**src/rtl/rsp_mul.sv**
```systemverilog
// Pipelined signed multiplier built from 32x32 partial products, six stages.
module rsp_mul #(
  parameter int AW = 32,
  parameter int BW = 32
) (
  input  logic                     clk,
  input  logic                     en,
  input  logic signed [AW-1:0]     a,
  input  logic signed [BW-1:0]     b,
  output logic signed [AW+BW-1:0]  p
);

  // limb counts; the row adder tree takes up to four rows of a
  localparam int LA = (AW + 31) / 32;
  localparam int LB = (BW + 31) / 32;
  localparam int RW = 32 * (LB + 1);
  localparam int PW = 32 * (LA + LB);

  logic [AW-1:0]     abs_a;
  logic [BW-1:0]     abs_b;
  logic [32*LA-1:0]  ma_r;
  logic [32*LB-1:0]  mb_r;
  logic [4:0]        sg_r;
  logic [63:0]       pp_r [LA][LB];
  logic [RW-1:0]     ev [LA];
  logic [RW-1:0]     od [LA];
  logic [RW-1:0]     row_r [LA];
  logic [PW-1:0]     rx [4];
  logic [PW-1:0]     s0_r, s1_r, t_r;
  logic signed [AW+BW-1:0] p_r;

  // take magnitudes and the product sign
  assign abs_a = a[AW-1] ? (~a + 1'b1) : a;
  assign abs_b = b[BW-1] ? (~b + 1'b1) : b;

  always_ff @(posedge clk) begin
    if (en) begin
      ma_r  <= (32*LA)'(abs_a);
      mb_r  <= (32*LB)'(abs_b);
      sg_r  <= {sg_r[3:0], a[AW-1] ^ b[BW-1]};
    end
  end

  // form all limb products
  always_ff @(posedge clk) begin
    if (en) begin
      for (int i = 0; i < LA; i++) begin
        for (int j = 0; j < LB; j++) begin
          pp_r[i][j] <= ma_r[32*i +: 32] * mb_r[32*j +: 32];
        end
      end
    end
  end

  // even and odd limb products do not overlap: one add per row
  always_comb begin
    for (int i = 0; i < LA; i++) begin
      ev[i] = '0;
      od[i] = '0;
      for (int j = 0; j < LB; j++) begin
        if (j % 2 == 0) begin
          ev[i][32*j +: 64] = pp_r[i][j];
        end else begin
          od[i][32*j +: 64] = pp_r[i][j];
        end
      end
    end
  end

  always_ff @(posedge clk) begin
    if (en) begin
      for (int i = 0; i < LA; i++) begin
        row_r[i] <= ev[i] + od[i];
      end
    end
  end

  // align rows; missing rows read as zero
  for (genvar g = 0; g < 4; g++) begin : g_rx
    if (g < LA) begin : g_on
      assign rx[g] = PW'(row_r[g]) << (32 * g);
    end else begin : g_off
      assign rx[g] = '0;
    end
  end

  // two-level row sum, then apply the sign
  always_ff @(posedge clk) begin
    if (en) begin
      s0_r <= rx[0] + rx[1];
      s1_r <= rx[2] + rx[3];
      t_r  <= s0_r + s1_r;
      p_r  <= $signed((AW+BW)'(sg_r[4] ? (~t_r + 1'b1) : t_r));
    end
  end

  assign p = p_r;

endmodule

```
**config.mk**
```make
export PLATFORM = sky130hd
export DESIGN_NAME = rsp_mul
export DESIGN_NICKNAME = d
export VERILOG_FILES = /design/src/rtl/rsp_mul.sv
export SDC_FILE = /design/constraint.sdc
export NUM_CORES = 2
export LEC_CHECK = 0
export ABC_AREA = 1
export CORE_MARGIN = 2
export CORE_UTILIZATION = 45
export DETAILED_ROUTE_END_ITERATION = 8
export DONT_BUFFER_PORTS = 1
export PLACE_DENSITY_LB_ADDON = 0.08
export SYNTH_ARGS = -nofsm -noshare
export SYNTH_HDL_FRONTEND = slang
export SYNTH_SLANG_ARGS = --single-unit
```
**constraint.sdc**
```tcl
create_clock -name clk -period 14.35 [get_ports clk]
set_input_delay 2.87 -clock clk [delete_from_list [all_inputs] [get_ports clk]]
set_output_delay 2.87 -clock clk [all_outputs]
set_load 0.03 [all_outputs]
```
# Yosys cells after proc, flatten, opt, wreduce, memory -nomap -nowiden

Memories as Yosys holds them, arrays and structs flattened. A register that Yosys moved wholly into a read port is not among the register bits.
Index checks and enable logic that the tools add are counted.

Register bits: 197
Bits in writable memories: 128
Input bits: 66
Output and inout bits: 64
Word-level logic and storage cells: 22
Memories: 2

Memory list:

| memory | depth | bits a word | rd ports | clocked after Yosys merged registers in | wr ports | line | text |
|---|---|---|---|---|---|---|---|
| pp_r   | 1     | 64          | 1        | 0                                       | 1        | 24   | `logic [63:0] pp_r [LA][LB];` |
| row_r  | 1     | 64          | 1        | 1                                       | 1        | 27   | `logic [RW-1:0] row_r [LA];` |

Add/subtract/negate cells: 3
Multiply operators: 1
Muxes and demuxes: 5
Bitwise gates (word level): 4

Operator list:

| operator                                      | number |
|---|---|
| adder 32 x 1 -> 32 bit, second input constant | 2 |
| adder 64 x 1 -> 64 bit, second input constant | 1 |
| multiplier 32 x 32 -> 64 bit                  | 1 |
| two-way mux 64 bit                            | 1 |
| inverter 32 bit                               | 2 |
| inverter 64 bit                               | 1 |
| two-way mux 31 bit                            | 2 |
| two-way mux 1 bit                             | 2 |
| bitwise XOR 1 bit                             | 1 |

# Logic depth before layout (Yosys ltp)

Depth in word-level cells: 3
Mapped depth: 30
Mapped depth without buffers: 29

# Least setup slack after synthesis

Ideal clock, no wire load.

Kind: register to register
Start point: register mb_r[5]
End point: memory pp_r[0][62] in the netlist's numbering, data pin
Setup time: 0.252 ns
Data arrival time: 6.011 ns
Data required time: 14.098 ns
Slack: 8.087 ns
Cell stages (with the launch flop): 27
Buffers on the path: 1
Period minus slack after synthesis: 6.263 ns
Path through: edfxtp_1 > clkbuf_1 > nand2_1 > fa_1 > inv_1 > fa_1 > fa_1 > inv_1 > fa_1 > inv_1 > fa_1 > fa_1 > fa_1 > inv_1 > fa_1 > inv_1 > ha_1 > nand2_1 > inv_1 > a21oi_1 > nand2_1 > nand2_1 > nand2_1 > a21oi_1 > nand2_1 > nand2_1 > nand2_1

Longest elaborated chain between the ends: 1

Ends and longest elaborated chain:

| element                      | line | text |
|---|---|---|
| from (decl)                  | 22   | `logic [32*LB-1:0] mb_r;` |
| from (signal assigned)       | 39   | `mb_r <= (32*LB)'(abs_b);` |
| multiplier 32 x 32 -> 64 bit | 49   | `pp_r[i][j] <= ma_r[32*i +: 32] * mb_r[32*j +: 32];` |
| to (decl)                    | 24   |  |

Every way passes these cells.

# Worst setup path in the final report

Start point: register ma_r[18]
End point: memory pp_r[0][62] in the netlist's numbering, data pin

Longest elaborated chain between the ends: 1

Ends and longest elaborated chain:

| element                      | line | text |
|---|---|---|
| from (decl)                  | 21   | `logic [32*LA-1:0] ma_r;` |
| from (signal assigned)       | 38   | `ma_r <= (32*LA)'(abs_a);` |
| multiplier 32 x 32 -> 64 bit | 49   |  |

Every way passes these cells.

==> metrics.txt <==
hpwl dp=113,000 µm; compound-cell area share of the yosys netlist=1.26%; CP Max Fanout=17; Worst-path clk slew=0.06 ns; Worst Tran Pin Value=1.64 ns; commonest cells in the netlist=1,873 x inv_1, 1,818 x nand2_1, 896 x fa_1; Yosys warnings=0; cell family with most CP delay=adder cells; Post-CTS Setup Bufs=0; ranking of synthesized cells by area=fa_1 35%, edfxtp_1 22%, inv_1 14%; Yosys reg bits=389; grt ovf=0; cell taking the most area after synthesis=fa_1; worst-case clock skew=0.0526 ns; post-synthesis mux area share=0%; GRT Total Usage=26.1%; dominant cell by count in the synthesized netlist=inv_1; vias per inst=4.88; Final Util=48.0%; # port buffers=0; Synth top area share=34.5%; r2r setup slk=6.63 ns; crit path max-delay cell type=edfxtp_1; first-pass GRT wire length=232,000 µm; Syn Nets=7,447; Final min period=7.72 ns; Post-synth ARST share=0%; Nets=7,351; Fmax achieved=130 MHz; Antenna Nets Post-Route=0; Max Cap Viol=0; multi-input logic area=32,500 µm²; setup TNS=0 ns; # clock sinks=389; final wirelength=149,000 µm; register area=11,700 µm²; Die Y=344 µm; Largest stage delay, worst path=0.93 ns; crit end category=register; Yosys cell types=46; Residual DRC=0; fillers=11,253; initial antenna violation count=2; crit-path cells=buf_4 > nand2_1 > fa_1 > fa_1 > inv_1 > fa_1 > fa_1 > fa_1 > fa_1 > fa_1 > inv_1 > fa_1 > inv_1 > ha_1 > nand2_1 > inv_1 > nand2_1 > nor2_1 > nand2_1 > nor4_2 > nand2_1 > nand3_1 > nand2_1; RSZ-0062 raised after global routing=false; Setup CP Type=reg -> reg; WP data arrival=8.07 ns; CP Data Required Time=14.70 ns; simple-gate share of the synthesized area=18.1%; diodes inserted=0; layout cells sized above 1=3.12%; Slew Limit Headroom=-9.02%; main flop type after synthesis=edfxtp_1; largest net degree at the start of global routing=390; area of the mapped netlist=52,000 µm²; Clock Tree Buf Depth=3; Synth Area in Adders=40.9%; mean routed wirelength per cell=19.4 µm; total CTS buffers=43; Syn Area/Cell=8.36 µm²; die width=344 µm; worst skew pair latency=0.62 ns; total core area=115,000 µm²; Seq/Total Area, Yosys=22.5%; cts-stage hold buffer count=0; vias in the first global route=39,529; period utilization=53.8%; EDFF count, synth=389; Initial Util=45.4%; Post-Syn Instances=6,219; Layout area overhead=5.66%; xor and xnor area share after synthesis=2.19%; GPL Wtd Cong=0.964; Hold/Removal Path Class=reg -> reg; CTS H-tree depth=2; Buf/Inv on CP=5; IO Count=130; Startpoint Class=register; failing checks=slew limit; Slew Limit Fails=132; count of final setup violators=0; floorplan row count=124; post-cts gate resize count=0; full die area=118,000 µm²; initial drt markers=2,642; CTS tree=done; most frequent cell on the critical path=fa_1; Hold Fails Final Rpt=0; First-pass DRT Iterations=6; CTS root buffer=clkbuf_16; status=finished with violations; main combinational cell family by area after synthesis=adder cells; Vias=37,390
cells by family (layout without fill, tap and decap cells):
| logic type | after synthesis | after routing |
|---|---|---|
| AOI/OAI and AO/OA | 116 | 116 |
| xor gates and xnor gates | 130 | 130 |
| adders and majority gates | 1162 | 1162 |
| buffers and inverters | 2087 | 2022 |
| DFF | 389 | 389 |
| and+or+nand+nor | 2335 | 2335 |
layout by cell type, fill, tap and decap left out, drive strengths merged:
| cell | count |
|---|---|
| bufinv | 1 |
| inv | 1881 |
| nand3b | 7 |
| nand4 | 47 |
| a31oi | 3 |
| o21bai | 11 |
| ha | 266 |
| clkinv | 20 |
| a21oi | 46 |
| buf | 67 |
| o31ai | 1 |
| fa | 896 |
| nand3 | 137 |
| nor3 | 30 |
| and2 | 3 |
| xor2 | 112 |
| nor3b | 1 |
| a21boi | 2 |
| edfxtp | 389 |
| o21a | 1 |
| o211ai | 3 |
| clkbuf | 50 |
| and3 | 2 |
| xnor2 | 18 |
| nor4 | 5 |
| clkinvlp | 3 |
| o21ai | 49 |
| nand2 | 1824 |
| nor2 | 274 |
| or2 | 5 |
area by class of cell:
cell class	instances	share of cell area (%)
clock buffer	50	2.01
timing repair buffer	67	0.916
multi-input combinational	3743	59.1
inverter	1879	12.8
clock inverter	26	0.424
sequential	389	21.3
tap	1512	3.44
final timing paths:
kind           startpoint          end  cells past startpoint
max reg2reg      ma_r[18]  pp_r[0][62]                     23
min          row_r[0][12]     s0_r[12]                      0
min reg2reg  row_r[0][12]     s0_r[12]                      0
max              ma_r[18]  pp_r[0][62]                     23
per-stage QoR:
step / cells / hold WS [ns] / setup slack, ns / cell area [µm²]
6_report: 7666 / 0.402 / 6.63 / 54900
3_5_place_dp: 7590 / 0.405 / 6.65 / 53600
5_1_grt: 7666 / 0.412 / 6.39 / 54900
2_1_floorplan: 6219 / 0.400 / 8.09 / 52000
3_3_place_gp: 7590 / 0.400 / 6.70 / 53600
4_1_cts: 7666 / 0.400 / 6.63 / 54900
metal layers:
| metal | track usage, % | vias to the layer above | wire length (µm) |
|---|---|---|---|
| met4 | 8.32 | 4 | 5400 |
| met1 | 36.0 | 18393 | 65000 |
| met5 | 0 | - | 27 |
| met3 | 3.52 | 242 | 9730 |
| li1 | - | 17538 | - |
| met2 | 42.7 | 1213 | 68600 |
sequential cells by signal, summed over array words and instances, names as in the netlist:
name   flops
p         64
s0_r      64
sg_r       5
row_r     64
t_r       64
pp_r      64
mb_r      32
ma_r      32
Power is left out: the tool's default activity adds up to more than one toggle a clock period on the data nets, which glitch-free logic cannot reach.
